**config.mk**
```make
export PLATFORM = sky130hd
export DESIGN_NAME = decimal_token_lexer_top_flat
export DESIGN_NICKNAME = d
export VERILOG_FILES = /design/src/rtl/dtl_pkg.sv /design/src/rtl/dtl_if.sv /design/src/rtl/dtl_in_reg.sv /design/src/rtl/dtl_core.sv /design/src/rtl/dtl_out_buf.sv /design/src/rtl/decimal_token_lexer_top.sv /design/src/flat_wrapper.sv
export SDC_FILE = /design/constraint.sdc
export NUM_CORES = 1
export LEC_CHECK = 0
export BUFFER_PORTS_ARGS = -buffer_cell sky130_fd_sc_hd__buf_2
export CORE_ASPECT_RATIO = 0.9
export CORE_MARGIN = 3
export CORE_UTILIZATION = 55
export CTS_CLUSTER_SIZE = 30
export DETAILED_ROUTE_END_ITERATION = 16
export PLACE_DENSITY = 0.83
export SLEW_MARGIN = 20
export SYNTH_ARGS = -nofsm -noshare
export SYNTH_HDL_FRONTEND = slang
export SYNTH_SLANG_ARGS = --single-unit
```
**constraint.sdc**
```tcl
create_clock -name i_clk -period 3.3 [get_ports i_clk]
set_input_delay 0.66 -clock i_clk [delete_from_list [all_inputs] [get_ports i_clk]]
set_output_delay 0.66 -clock i_clk [all_outputs]
set_load 0.01 [all_outputs]
```
**src/rtl/dtl_pkg.sv**
```systemverilog
// Package with the token kind codes, character codes and default widths of the lexer.
package dtl_pkg;

    // Default widths of the result fields.
    localparam int VALUE_WIDTH_DEF  = 31;
    localparam int LINE_WIDTH_DEF   = 24;
    localparam int COLUMN_WIDTH_DEF = 16;

    // Token kinds.
    localparam logic [1:0] KIND_CHAR   = 2'd0;
    localparam logic [1:0] KIND_NUMBER = 2'd1;
    localparam logic [1:0] KIND_END    = 2'd2;
    localparam logic [1:0] KIND_ERROR  = 2'd3;

    // Character codes the lexer reacts to.
    localparam logic [7:0] CH_NEWLINE = 8'h0A;
    localparam logic [7:0] CH_TAB     = 8'h09;
    localparam logic [7:0] CH_SPACE   = 8'h20;
    localparam logic [7:0] CH_PERIOD  = 8'h2E;
    localparam logic [7:0] CH_HASH    = 8'h23;
    localparam logic [7:0] CH_ZERO    = 8'h30;
    localparam logic [7:0] CH_NINE    = 8'h39;

endpackage

```
**src/rtl/dtl_if.sv**
```systemverilog
// Handshake interfaces for the source byte channel and the token channel.
interface dtl_in_if;
    logic       valid;
    logic       ready;
    logic [7:0] byte_in;
    logic       end_of_input;

    modport source (output valid, output byte_in, output end_of_input, input ready);
    modport sink   (input valid, input byte_in, input end_of_input, output ready);
endinterface

interface dtl_out_if #(
    parameter int VALUE_WIDTH  = dtl_pkg::VALUE_WIDTH_DEF,
    parameter int LINE_WIDTH   = dtl_pkg::LINE_WIDTH_DEF,
    parameter int COLUMN_WIDTH = dtl_pkg::COLUMN_WIDTH_DEF
);
    logic                    valid;
    logic                    ready;
    logic [1:0]              token_kind;
    logic [VALUE_WIDTH-1:0]  token_value;
    logic [LINE_WIDTH-1:0]   line;
    logic [COLUMN_WIDTH-1:0] column;
    logic                    last;

    modport source (output valid, output token_kind, output token_value, output line,
                    output column, output last, input ready);
    modport sink   (input valid, input token_kind, input token_value, input line,
                    input column, input last, output ready);
endinterface

```
**src/rtl/dtl_in_reg.sv**
```systemverilog
// Input register that holds one source beat until the lexer core takes it.
module dtl_in_reg (
    input  logic       i_clk,
    input  logic       i_rst_n,
    input  logic       i_valid,
    input  logic [7:0] i_byte,
    input  logic       i_eoi,
    input  logic       i_take,
    output logic       o_ready,
    output logic       o_valid,
    output logic [7:0] o_byte,
    output logic       o_eoi
);

    logic       r_valid;
    logic [7:0] r_byte;
    logic       r_eoi;

    // The register accepts a new beat when empty or when its content leaves now.
    assign o_ready = !r_valid || i_take;

    // Valid flag.
    always_ff @(posedge i_clk) begin
        if (!i_rst_n) begin
            r_valid <= 1'b0;
        end else if (o_ready) begin
            r_valid <= i_valid;
        end
    end

    // Payload, loaded on every accepted beat.
    always_ff @(posedge i_clk) begin
        if (o_ready && i_valid) begin
            r_byte <= i_byte;
            r_eoi  <= i_eoi;
        end
    end

    assign o_valid = r_valid;
    assign o_byte  = r_byte;
    assign o_eoi   = r_eoi;

endmodule

```
**src/rtl/dtl_core.sv**
```systemverilog
// Lexer core: state registers and the decode that turns one beat into up to two tokens.
module dtl_core #(
    parameter int VALUE_WIDTH  = dtl_pkg::VALUE_WIDTH_DEF,
    parameter int LINE_WIDTH   = dtl_pkg::LINE_WIDTH_DEF,
    parameter int COLUMN_WIDTH = dtl_pkg::COLUMN_WIDTH_DEF
) (
    input  logic       i_clk,
    input  logic       i_rst_n,
    input  logic       i_take,
    input  logic [7:0] i_byte,
    input  logic       i_eoi,
    output logic [1:0] o_n_res,
    output logic [1:0]              o_kind0,
    output logic [VALUE_WIDTH-1:0]  o_value0,
    output logic [LINE_WIDTH-1:0]   o_line0,
    output logic [COLUMN_WIDTH-1:0] o_column0,
    output logic                    o_last0,
    output logic [1:0]              o_kind1,
    output logic [VALUE_WIDTH-1:0]  o_value1,
    output logic [LINE_WIDTH-1:0]   o_line1,
    output logic [COLUMN_WIDTH-1:0] o_column1,
    output logic                    o_last1
);

    localparam logic [VALUE_WIDTH-1:0]  VALUE_MAX  = '1;
    localparam logic [LINE_WIDTH-1:0]   LINE_MAX   = '1;
    localparam logic [COLUMN_WIDTH-1:0] COLUMN_MAX = '1;

    logic                    r_in_number, n_in_number;
    logic [VALUE_WIDTH-1:0]  r_accum, n_accum;
    logic [LINE_WIDTH-1:0]   r_line, n_line;
    logic [COLUMN_WIDTH-1:0] r_column, n_column;
    logic                    r_halted, n_halted;

    logic                    w_is_digit;
    logic                    w_is_dot;
    logic                    w_is_blank;
    logic [3:0]              w_digit;
    logic [VALUE_WIDTH+3:0]  w_prod;
    logic [COLUMN_WIDTH-1:0] w_col_inc;
    logic                    w_has_tok;
    logic [1:0]              w_tok_kind;
    logic [VALUE_WIDTH-1:0]  w_tok_value;

    // Character classes.
    assign w_is_digit = !i_eoi && (i_byte >= dtl_pkg::CH_ZERO) && (i_byte <= dtl_pkg::CH_NINE);
    assign w_is_dot   = !i_eoi && (i_byte == dtl_pkg::CH_PERIOD);
    assign w_is_blank = !i_eoi && ((i_byte == dtl_pkg::CH_NEWLINE) ||
                                   (i_byte == dtl_pkg::CH_SPACE) ||
                                   (i_byte == dtl_pkg::CH_TAB));
    assign w_digit    = 4'(i_byte - dtl_pkg::CH_ZERO);

    // Accumulator times ten plus the digit; the top four bits flag an overflow.
    assign w_prod = {1'b0, r_accum, 3'b000} + {3'b000, r_accum, 1'b0}
                    + (VALUE_WIDTH+4)'(w_digit);

    // Column after this beat is consumed, saturating.
    assign w_col_inc = (r_column == COLUMN_MAX) ? r_column : r_column + COLUMN_WIDTH'(1);

    // Token raised by the terminating character itself.
    always_comb begin
        w_has_tok   = 1'b0;
        w_tok_kind  = dtl_pkg::KIND_CHAR;
        w_tok_value = VALUE_WIDTH'(i_byte);
        if (i_eoi) begin
            w_has_tok   = 1'b1;
            w_tok_kind  = dtl_pkg::KIND_END;
            w_tok_value = VALUE_WIDTH'(dtl_pkg::CH_HASH);
        end else if (!w_is_blank) begin
            w_has_tok   = 1'b1;
        end
    end

    // Next state and result slots.
    always_comb begin
        n_in_number = r_in_number;
        n_accum     = r_accum;
        n_line      = r_line;
        n_column    = r_column;
        n_halted    = r_halted;
        o_n_res     = 2'd0;
        o_kind0     = w_tok_kind;
        o_value0    = w_tok_value;
        o_line0     = r_line;
        o_column0   = w_col_inc;
        o_last0     = 1'b1;
        o_kind1     = w_tok_kind;
        o_value1    = w_tok_value;
        o_line1     = r_line;
        o_column1   = w_col_inc;
        o_last1     = 1'b1;
        if (r_halted) begin
            o_n_res = 2'd0;
        end else if (w_is_digit) begin
            n_column    = w_col_inc;
            n_in_number = 1'b1;
            n_accum     = (|w_prod[VALUE_WIDTH+3:VALUE_WIDTH]) ? VALUE_MAX
                                                               : w_prod[VALUE_WIDTH-1:0];
        end else if (w_is_dot) begin
            n_column    = w_col_inc;
            n_in_number = 1'b0;
            n_accum     = '0;
            n_halted    = 1'b1;
            o_n_res     = 2'd1;
            o_kind0     = dtl_pkg::KIND_ERROR;
            o_value0    = '0;
        end else begin
            n_in_number = 1'b0;
            n_accum     = '0;
            if (!i_eoi && (i_byte == dtl_pkg::CH_NEWLINE)) begin
                n_line   = (r_line == LINE_MAX) ? r_line : r_line + LINE_WIDTH'(1);
                n_column = '0;
            end else begin
                n_column = w_col_inc;
            end
            // A pending number goes out first, at the column of its last digit.
            if (r_in_number) begin
                o_kind0   = dtl_pkg::KIND_NUMBER;
                o_value0  = r_accum;
                o_column0 = r_column;
                o_last0   = !w_has_tok;
                o_n_res   = w_has_tok ? 2'd2 : 2'd1;
            end else begin
                o_n_res   = w_has_tok ? 2'd1 : 2'd0;
            end
        end
    end

    // State registers, updated on every beat taken from the input register.
    always_ff @(posedge i_clk) begin
        if (!i_rst_n) begin
            r_in_number <= 1'b0;
            r_accum     <= '0;
            r_line      <= LINE_WIDTH'(1);
            r_column    <= '0;
            r_halted    <= 1'b0;
        end else if (i_take) begin
            r_in_number <= n_in_number;
            r_accum     <= n_accum;
            r_line      <= n_line;
            r_column    <= n_column;
            r_halted    <= n_halted;
        end
    end

endmodule

```
**src/rtl/dtl_out_buf.sv**
```systemverilog
// Two-slot result buffer that drives the token channel.
module dtl_out_buf #(
    parameter int VALUE_WIDTH  = dtl_pkg::VALUE_WIDTH_DEF,
    parameter int LINE_WIDTH   = dtl_pkg::LINE_WIDTH_DEF,
    parameter int COLUMN_WIDTH = dtl_pkg::COLUMN_WIDTH_DEF
) (
    input  logic       i_clk,
    input  logic       i_rst_n,
    input  logic       i_push,
    input  logic [1:0] i_n_res,
    input  logic [1:0]              i_kind0,
    input  logic [VALUE_WIDTH-1:0]  i_value0,
    input  logic [LINE_WIDTH-1:0]   i_line0,
    input  logic [COLUMN_WIDTH-1:0] i_column0,
    input  logic                    i_last0,
    input  logic [1:0]              i_kind1,
    input  logic [VALUE_WIDTH-1:0]  i_value1,
    input  logic [LINE_WIDTH-1:0]   i_line1,
    input  logic [COLUMN_WIDTH-1:0] i_column1,
    input  logic                    i_last1,
    output logic       o_room,
    dtl_out_if.source  o_out
);

    typedef struct packed {
        logic [1:0]              token_kind;
        logic [VALUE_WIDTH-1:0]  token_value;
        logic [LINE_WIDTH-1:0]   line;
        logic [COLUMN_WIDTH-1:0] column;
        logic                    last;
    } t_result;

    logic [1:0] r_cnt;
    t_result    r_slot0;
    t_result    r_slot1;
    logic       w_pop;

    // A beat leaves whenever the head slot is full and the receiver is ready.
    assign w_pop  = (r_cnt != 2'd0) && o_out.ready;
    // Room for a full item means the buffer is empty after this cycle's beat leaves.
    assign o_room = (r_cnt == 2'd0) || ((r_cnt == 2'd1) && w_pop);

    // Fill count.
    always_ff @(posedge i_clk) begin
        if (!i_rst_n) begin
            r_cnt <= 2'd0;
        end else if (i_push) begin
            r_cnt <= i_n_res;
        end else if (w_pop) begin
            r_cnt <= r_cnt - 2'd1;
        end
    end

    // Slots: a push refills both, a pop moves the second slot to the head.
    always_ff @(posedge i_clk) begin
        if (i_push) begin
            r_slot0 <= '{i_kind0, i_value0, i_line0, i_column0, i_last0};
            r_slot1 <= '{i_kind1, i_value1, i_line1, i_column1, i_last1};
        end else if (w_pop) begin
            r_slot0 <= r_slot1;
        end
    end

    assign o_out.valid       = (r_cnt != 2'd0);
    assign o_out.token_kind  = r_slot0.token_kind;
    assign o_out.token_value = r_slot0.token_value;
    assign o_out.line        = r_slot0.line;
    assign o_out.column      = r_slot0.column;
    assign o_out.last        = r_slot0.last;

endmodule

```
**src/rtl/decimal_token_lexer_top.sv**
```systemverilog
// Top level of the decimal token lexer.
//
// Input channel i_in carries one source byte, or an end-of-input mark, per beat.
// Output channel o_out carries tokens: single characters, saturated decimal
// numbers, end tokens and the error token for a period, each with line, column
// and a last flag on the final token caused by an input beat.
// A token is presented on o_out once its input beat has passed the input
// register and the core has pushed its tokens into the result buffer.
// Throughput: one input beat per cycle while o_out.ready stays high. A beat
// that ends a number and also gives a token of its own produces two tokens;
// the input then pauses while the two-slot result buffer drains.
// Reset (synchronous, active low) empties both registers, sets line 1 and
// column 0, and clears the number and error states.
// When the receiver holds o_out.ready low, the token on o_out stays and the
// input register fills, after which i_in.ready drops until tokens leave.
// After a period, beats are still accepted but give no tokens until reset.
module decimal_token_lexer_top #(
    parameter int VALUE_WIDTH  = dtl_pkg::VALUE_WIDTH_DEF,
    parameter int LINE_WIDTH   = dtl_pkg::LINE_WIDTH_DEF,
    parameter int COLUMN_WIDTH = dtl_pkg::COLUMN_WIDTH_DEF
) (
    input  logic      i_clk,
    input  logic      i_rst_n,
    dtl_in_if.sink    i_in,
    dtl_out_if.source o_out
);

    logic                    w_take;
    logic                    w_room;
    logic                    w_reg_valid;
    logic [7:0]              w_reg_byte;
    logic                    w_reg_eoi;
    logic [1:0]              w_n_res;
    logic [1:0]              w_kind0, w_kind1;
    logic [VALUE_WIDTH-1:0]  w_value0, w_value1;
    logic [LINE_WIDTH-1:0]   w_line0, w_line1;
    logic [COLUMN_WIDTH-1:0] w_column0, w_column1;
    logic                    w_last0, w_last1;

    // The core takes the registered beat when the result buffer can hold its tokens.
    assign w_take = w_reg_valid && w_room;

    dtl_in_reg u_in_reg (
        .i_clk   (i_clk),
        .i_rst_n (i_rst_n),
        .i_valid (i_in.valid),
        .i_byte  (i_in.byte_in),
        .i_eoi   (i_in.end_of_input),
        .i_take  (w_take),
        .o_ready (i_in.ready),
        .o_valid (w_reg_valid),
        .o_byte  (w_reg_byte),
        .o_eoi   (w_reg_eoi)
    );

    dtl_core #(
        .VALUE_WIDTH  (VALUE_WIDTH),
        .LINE_WIDTH   (LINE_WIDTH),
        .COLUMN_WIDTH (COLUMN_WIDTH)
    ) u_core (
        .i_clk     (i_clk),
        .i_rst_n   (i_rst_n),
        .i_take    (w_take),
        .i_byte    (w_reg_byte),
        .i_eoi     (w_reg_eoi),
        .o_n_res   (w_n_res),
        .o_kind0   (w_kind0),
        .o_value0  (w_value0),
        .o_line0   (w_line0),
        .o_column0 (w_column0),
        .o_last0   (w_last0),
        .o_kind1   (w_kind1),
        .o_value1  (w_value1),
        .o_line1   (w_line1),
        .o_column1 (w_column1),
        .o_last1   (w_last1)
    );

    dtl_out_buf #(
        .VALUE_WIDTH  (VALUE_WIDTH),
        .LINE_WIDTH   (LINE_WIDTH),
        .COLUMN_WIDTH (COLUMN_WIDTH)
    ) u_out_buf (
        .i_clk     (i_clk),
        .i_rst_n   (i_rst_n),
        .i_push    (w_take),
        .i_n_res   (w_n_res),
        .i_kind0   (w_kind0),
        .i_value0  (w_value0),
        .i_line0   (w_line0),
        .i_column0 (w_column0),
        .i_last0   (w_last0),
        .i_kind1   (w_kind1),
        .i_value1  (w_value1),
        .i_line1   (w_line1),
        .i_column1 (w_column1),
        .i_last1   (w_last1),
        .o_room    (w_room),
        .o_out     (o_out)
    );

endmodule

```
**src/flat_wrapper.sv**
```systemverilog
// flat-port wrapper written by rule: the top's interface ports become plain ports
module decimal_token_lexer_top_flat 
#(
    parameter int VALUE_WIDTH  = dtl_pkg::VALUE_WIDTH_DEF,
    parameter int LINE_WIDTH   = dtl_pkg::LINE_WIDTH_DEF,
    parameter int COLUMN_WIDTH = dtl_pkg::COLUMN_WIDTH_DEF
)
  (i_clk, i_rst_n, i_in_valid, i_in_byte_in, i_in_end_of_input, i_in_ready, o_out_valid, o_out_token_kind, o_out_token_value, o_out_line, o_out_column, o_out_last, o_out_ready);
  dtl_in_if i_in_i ();
  dtl_out_if #(.VALUE_WIDTH(VALUE_WIDTH), .LINE_WIDTH(LINE_WIDTH), .COLUMN_WIDTH(COLUMN_WIDTH)) o_out_i ();
  input  logic i_clk;
  input  logic i_rst_n;
  input wire logic [$bits(i_in_i.valid)-1:0] i_in_valid;
  input wire logic [$bits(i_in_i.byte_in)-1:0] i_in_byte_in;
  input wire logic [$bits(i_in_i.end_of_input)-1:0] i_in_end_of_input;
  output wire logic [$bits(i_in_i.ready)-1:0] i_in_ready;
  output wire logic [$bits(o_out_i.valid)-1:0] o_out_valid;
  output wire logic [$bits(o_out_i.token_kind)-1:0] o_out_token_kind;
  output wire logic [$bits(o_out_i.token_value)-1:0] o_out_token_value;
  output wire logic [$bits(o_out_i.line)-1:0] o_out_line;
  output wire logic [$bits(o_out_i.column)-1:0] o_out_column;
  output wire logic [$bits(o_out_i.last)-1:0] o_out_last;
  input wire logic [$bits(o_out_i.ready)-1:0] o_out_ready;
  assign i_in_i.valid = i_in_valid;
  assign i_in_i.byte_in = i_in_byte_in;
  assign i_in_i.end_of_input = i_in_end_of_input;
  assign i_in_ready = i_in_i.ready;
  assign o_out_valid = o_out_i.valid;
  assign o_out_token_kind = o_out_i.token_kind;
  assign o_out_token_value = o_out_i.token_value;
  assign o_out_line = o_out_i.line;
  assign o_out_column = o_out_i.column;
  assign o_out_last = o_out_i.last;
  assign o_out_i.ready = o_out_ready;
  decimal_token_lexer_top #(.VALUE_WIDTH(VALUE_WIDTH), .LINE_WIDTH(LINE_WIDTH), .COLUMN_WIDTH(COLUMN_WIDTH)) u_core (.i_clk(i_clk), .i_rst_n(i_rst_n), .i_in(i_in_i), .o_out(o_out_i));
endmodule
```
Word level (Yosys, flattened, before mapping). Index checks and enable logic that the tools add are counted.

Register bits after elaboration: 232. Output and inout port bits: 76.

Add/sub/neg operators: 6. Magnitude comparators: 2. Equality and inequality tests: 7. Mux-type cells: 40. Bitwise logic cells: 4. Reduce and logical (&&, ||, !) cells: 22.

Operators with widths (number): $mux 31 (6); $mux 74 (2); $mux 16 (8); $add 34x32->35 (1); $add 35x4->35 (1); $add 24x1->24 const B (1); $eq 24x24->1 const B (1); $mux 2 (12); $add 16x1->16 const B (1); $eq 16x16->1 const B (1); $eq 8x4->1 const B (2); $eq 8x6->1 const B (2); $mux 1 (11); $logic_and 1x1->1 (9); $ge 8x6->1 const B (1); $le 8x6->1 const B (1); $mux 8 (1); $reduce_and 6->1 (1); $logic_or 1x1->1 (4); $not 1->1 (4); $reduce_bool 2->1 (2); $reduce_or 4->1 (1); $sub 4x1->4 const B (1); $logic_not 1->1 (3); other kinds (4) (4).

Depth between registers and ports, before layout.
Depth in word-level cells: 12. Mapped depth: 13. Mapped depth without buffers: 12.

Hierarchy. Synthesis repeated with hierarchy kept, for this count alone.

Cells, all modules: 1113. Area, all modules: 12543.3 um^2.

Modules (own cells, without submodules): dtl_core (times used 1, cells an instance 848, area an instance 6605.1 um^2); dtl_out_buf (times used 1, cells an instance 250, area an instance 5604.1 um^2); dtl_in_reg (times used 1, cells an instance 14, area an instance 327.8 um^2); decimal_token_lexer_top (times used 1, cells an instance 1, area an instance 6.3 um^2).

Least setup slack after synthesis. No wires, ideal clock.

Path type: register to register. From: register u_core.u_in_reg.r_byte[3], in the netlist u_core.u_in_reg.o_byte[3]. To: register u_core.u_core.r_accum[12]. Setup time: 0.132 ns. Data arrival time: 3.181 ns. Required time: 3.168 ns. Setup slack: -0.013 ns. Cell stages (with the launch flop): 13. Clock period less this slack: 3.313 ns. Cells stage by stage: edfxtp_1 -> fa_1 -> fa_1 -> a211oi_1 -> o211ai_1 -> a21oi_1 -> nor4b_1 -> or3_1 -> a2bb2oi_2 -> nand4_4 -> buf_8 -> o21ai_1 -> a21oi_1.

Word-level cells in the longest chain between the ends: 5.

Ends and longest elaborated chain: start, declared (RTL line dtl_in_reg.sv:16) `logic [7:0] r_byte;`; start signal, assigned (RTL line dtl_in_reg.sv:34) `r_byte <= i_byte;`; $sub 4x1->4 (RTL line dtl_core.sv:51) `assign w_digit = 4'(i_byte - dtl_pkg::CH_ZERO);`; $add 35x4->35 (RTL line dtl_core.sv:55) `+ (VALUE_WIDTH+4)'(w_digit);`; $reduce_or 4->1 (RTL line dtl_core.sv:97) `n_accum = (|w_prod[VALUE_WIDTH+3:VALUE_WIDTH]) ? VALUE_MAX`; $mux 31 (RTL line dtl_core.sv:97); $mux 31 (*) (RTL line dtl_core.sv:94) `end else if (w_is_digit) begin`; end signal, assigned (RTL line dtl_core.sv:139) `r_accum <= n_accum;`; end, declared (RTL line dtl_core.sv:30) `logic [VALUE_WIDTH-1:0] r_accum, n_accum;`.

Every way passes the cells marked *; elsewhere a longest branch is shown, timed or not. A chain may end at the register's enable or synchronous reset.

Worst setup path after layout.
From: register u_core.u_in_reg.r_byte[3], in the netlist u_core.u_in_reg.o_byte[3]. To: register u_core.u_core.r_accum[6].

The elaborated chain is that of the path after synthesis.

==> summary.md <==
| Metric | Value |
|---|---|
| Status | `finished clean` |
| Post-synthesis cell type count | `65` |
| DR iter-0 viols | `891` |
| Total global-route track usage | `22.9%` |
| Register area share after synthesis | `51.0%` |
| Core area | `0.0188 mm^2` |
| Iteration count of the initial detailed-routing pass | `5` |
| Hold Vio Cnt, Final | `0` |
| RSZ-0062 raised after global routing | `yes` |
| Multiplexer share of the synthesized area | `0.488%` |
| Synth Register Bits | `208` |
| TritonCTS buffer count | `22` |
| Commonest register cell after synthesis | `edfxtp_1` |
| Fraction of layout cells with a size suffix above 1 | `17.6%` |
| Remaining Overflow, GRT | `0` |
| Leakage | `0.00514 uW` |
| CP Capture Type | `flop` |
| Hold Crit Class | `input pin to flop` |
| Main combinational cell family by area after synthesis | `simple AND/OR/NAND/NOR gates` |
| Die area | `0.0213 mm^2` |
| CP arrival | `3.68 ns` |
| Measured slew at the worst slew-check pin | `0.985 ns` |
| Port Buffer Count | `88` |
| Root buf cell | `clkbuf_16` |
| Cell count after synthesis | `1086` |
| Fin crit share | `99.1%` |
| Vias in the first global route | `8240` |
| CTS tree | `done` |
| Max Transition Viols Final | `0` |
| Clock Sink Count | `208` |
| Clock slew at reported path FFs | `about 0.070 ns` |
| # diodes | `0` |
| Post-Syn Nets | `~1200` |
| I/O pin count | `89` |
| Routed vias/inst | `5.89` |
| Commonest non-fill, non-tap cell in the layout | `nand2_1` |
| Area grow syn2layout | `16.4%` |
| Clk_skew | `about 0.015 ns` |
| Mapped cell area | `0.0108 mm^2` |
| Final WL | `25000 um` |
| CTS HTree Levels | `1` |
| Setup_tns | `0 ns` |
| Synth Area per Inst | `around 9.9 um^2` |
| Post-Synth XOR/XNOR Area | `5.45%` |
| Worst skew pair latency | `0.51 ns` |
| Initial antenna violation count | `0` |
| FMAX | `0.306 GHz` |
| Final nets | `around 1300` |
| Die H | `139 um` |
| CTS Hold Buffers Added | `0` |
| Placed Area | `0.0115 mm^2` |
| CP Max Fanout | `11` |
| Simple-Gate Fraction of Synth Area | `approximately a fifth` |
| Adder-Cell Fraction of Synth Area | `8.04%` |
| Design Area, Final | `between 0.01 and 0.015 mm^2` |
| Async SR Flop Fraction | `0%` |
| Drt drc | `0` |
| Final setup vio count | `0` |
| Critical path type | `flop to flop` |
| Clock buffer depth | `3` |
| Min Tclk post-route | `3.27 ns` |
| ANT nets after route | `0` |
| EDFF count, synth | `132` |
| Largest net degree at the start of global routing | `79` |
| Req. time, crit path | `roughly 3.7 ns` |
| Gpl congestion | `between 0.9 and 1` |
| Drt wl/cell | `between 15 and 20 um` |
| Max-cap viol count | `0` |
| Power Density | `544 mW/mm^2` |
| Final HPWL DP | `16900 um` |
| Yosys warns | `0` |
| Commonest non-fill, non-tap cells in the layout | `187 x nand2_1, 132 x edfxtp_1, 104 x nor2_1, 88 x buf_2, 76 x dfxtp_1` |
| Critical Path Start Type | `flop` |
| First-pass GRT wire length | `between 40000 and 50000 um` |
| Slew headroom | `34.1%` |
| Starting Density | `57.2%` |
| Peak VDD IR | `0.389 mV` |
| Via count | `8531` |
| Compound-Gate Fraction of Synth Area | `12.3%` |
| Die width | `153 um` |
| Row count | `between 40 and 50` |
[layout make-up]
class | count | area (um^2)
clock buffer | 23 | 554
clock inverter | 17 | 302
fill | 1430 | 6290
inverter | 23 | 86.3
multi-input combinational | 806 | 5030
sequential | 208 | 5490
tap | 245 | 307
timing repair buffer | 127 | 768
[where the power goes]
part | internal (uW) | switching, uW
registers | 3060 | 84.7
logic | 258 | 525
clock network | 1850 | 1040
[critical path: stages, from the launching register on]
cell,delay (ns)
edfxtp_1,0.41
fa_2,0.47
fa_2,0.43
a211oi_2,0.25
o211ai_1,0.17
a21oi_2,0.23
nor4b_2,0.08
or3_1,0.32
a2bb2oi_2,0.18
nand4_4,0.16
buf_8,0.20
nor3_2,0.20
nor3_2,0.06
[synthesized netlist by cell type, types with 3 or more instances]
cell type  count  area share (%)
a211oi_1       5            0.35
a21o_1         9            0.63
a21oi_1       55             2.6
a221o_1        3            0.28
a22oi_1       12            0.84
a31oi_1       11            0.64
and2_1        28             1.6
and3_1         9            0.52
and4_1         7            0.57
buf_2          6            0.28
buf_6          4            0.42
clkbuf_1      35             1.2
dfxtp_1       76              14
edfxtp_1     132              37
ha_1          66             7.7
inv_1         21            0.73
mux2i_1        3            0.28
nand2_1      187             6.5
nand2b_1      11            0.64
nand3_1       35             1.6
nand4_1       22             1.3
nor2_1       112             3.9
nor2b_1        5            0.29
nor3_1        15            0.70
nor3_2         4            0.37
o211ai_1       4            0.28
o21a_1        12            0.84
o21ai_0       55             2.6
o21ai_1       20            0.93
o21bai_1       4            0.28
o311ai_0       4            0.33
o31ai_1        3            0.21
or2_2          3            0.17
or3_1          4            0.23
xnor2_1       35             2.8
xor2_1        32             2.6
[sequential cells by signal, summed over array words and instances, names as in the netlist, 2 cells and up]
name,flops
u_core.u_core.o_line0,24
u_core.u_core.r_accum,31
u_core.u_core.r_column,16
u_core.u_in_reg.o_byte,8
u_core.u_out_buf.o_out.column,16
u_core.u_out_buf.o_out.line,24
u_core.u_out_buf.o_out.token_kind,2
u_core.u_out_buf.o_out.token_value,31
u_core.u_out_buf.r_cnt,2
u_core.u_out_buf.r_slot1,49
[cells by family (layout without fill, tap and decap cells)]
family,Yosys count,after routing
AOI/OAI and AO/OA,214,214
xor gates and xnor gates,67,67
adders and majority gates,68,68
buffers and inverters,72,190
DFF,208,208
muxes,5,5
and+or+nand+nor,452,452
[final timing paths]
kind | depth (start not counted) | slack, ns | from | end
worst max register to register | 12 | 0.03 | u_core.u_in_reg.o_byte[3]$_DFFE_PP_ | u_core.u_core.r_accum[6]$_SDFFE_PN0P_
worst min register to register | 2 | 0.50 | u_core.u_core.r_accum[28]$_SDFFE_PN0P_ | u_core.u_core.r_accum[28]$_SDFFE_PN0P_
worst max-delay path | 12 | 0.03 | u_core.u_in_reg.o_byte[3]$_DFFE_PP_ | u_core.u_core.r_accum[6]$_SDFFE_PN0P_
worst min-delay path | 1 | 0.33 | i_in_byte_in[4] | u_core.u_in_reg.o_byte[4]$_DFFE_PP_
[metal layers]
metal | global-route usage (%) | up-vias | wire length [um]
li1 | - | 4087 | -
met1 | 31.2 | 4103 | 10800
met2 | 38.7 | 301 | 12100
met3 | 3.37 | 40 | 1560
met4 | 6.04 | 0 | 563
met5 | 0 | - | 0
[repair_timing]
action	4_1_cts	5_1_grt
endpoints found under the hold margin	0	0
setup buffers	1	5
endpoints found under the setup margin	30	31
pin swaps	2	6
gates resized for setup	4	22
[metrics by stage]
stage	util (%)	power [uW]	setup slack, ns	cells	hold WS, ns
2_1_floorplan	-	3630	0.0376	1086	0.454
3_3_place_gp	61.2	3910	-0.0535	1402	0.483
3_5_place_dp	61.2	3950	-0.137	1402	0.487
4_1_cts	65.9	6830	0.0289	1443	0.316
5_1_grt	66.6	7040	-0.136	1449	0.322
6_report	66.6	6820	0.0287	1449	0.331
Note: power is estimated with default switching activity, not from simulation.
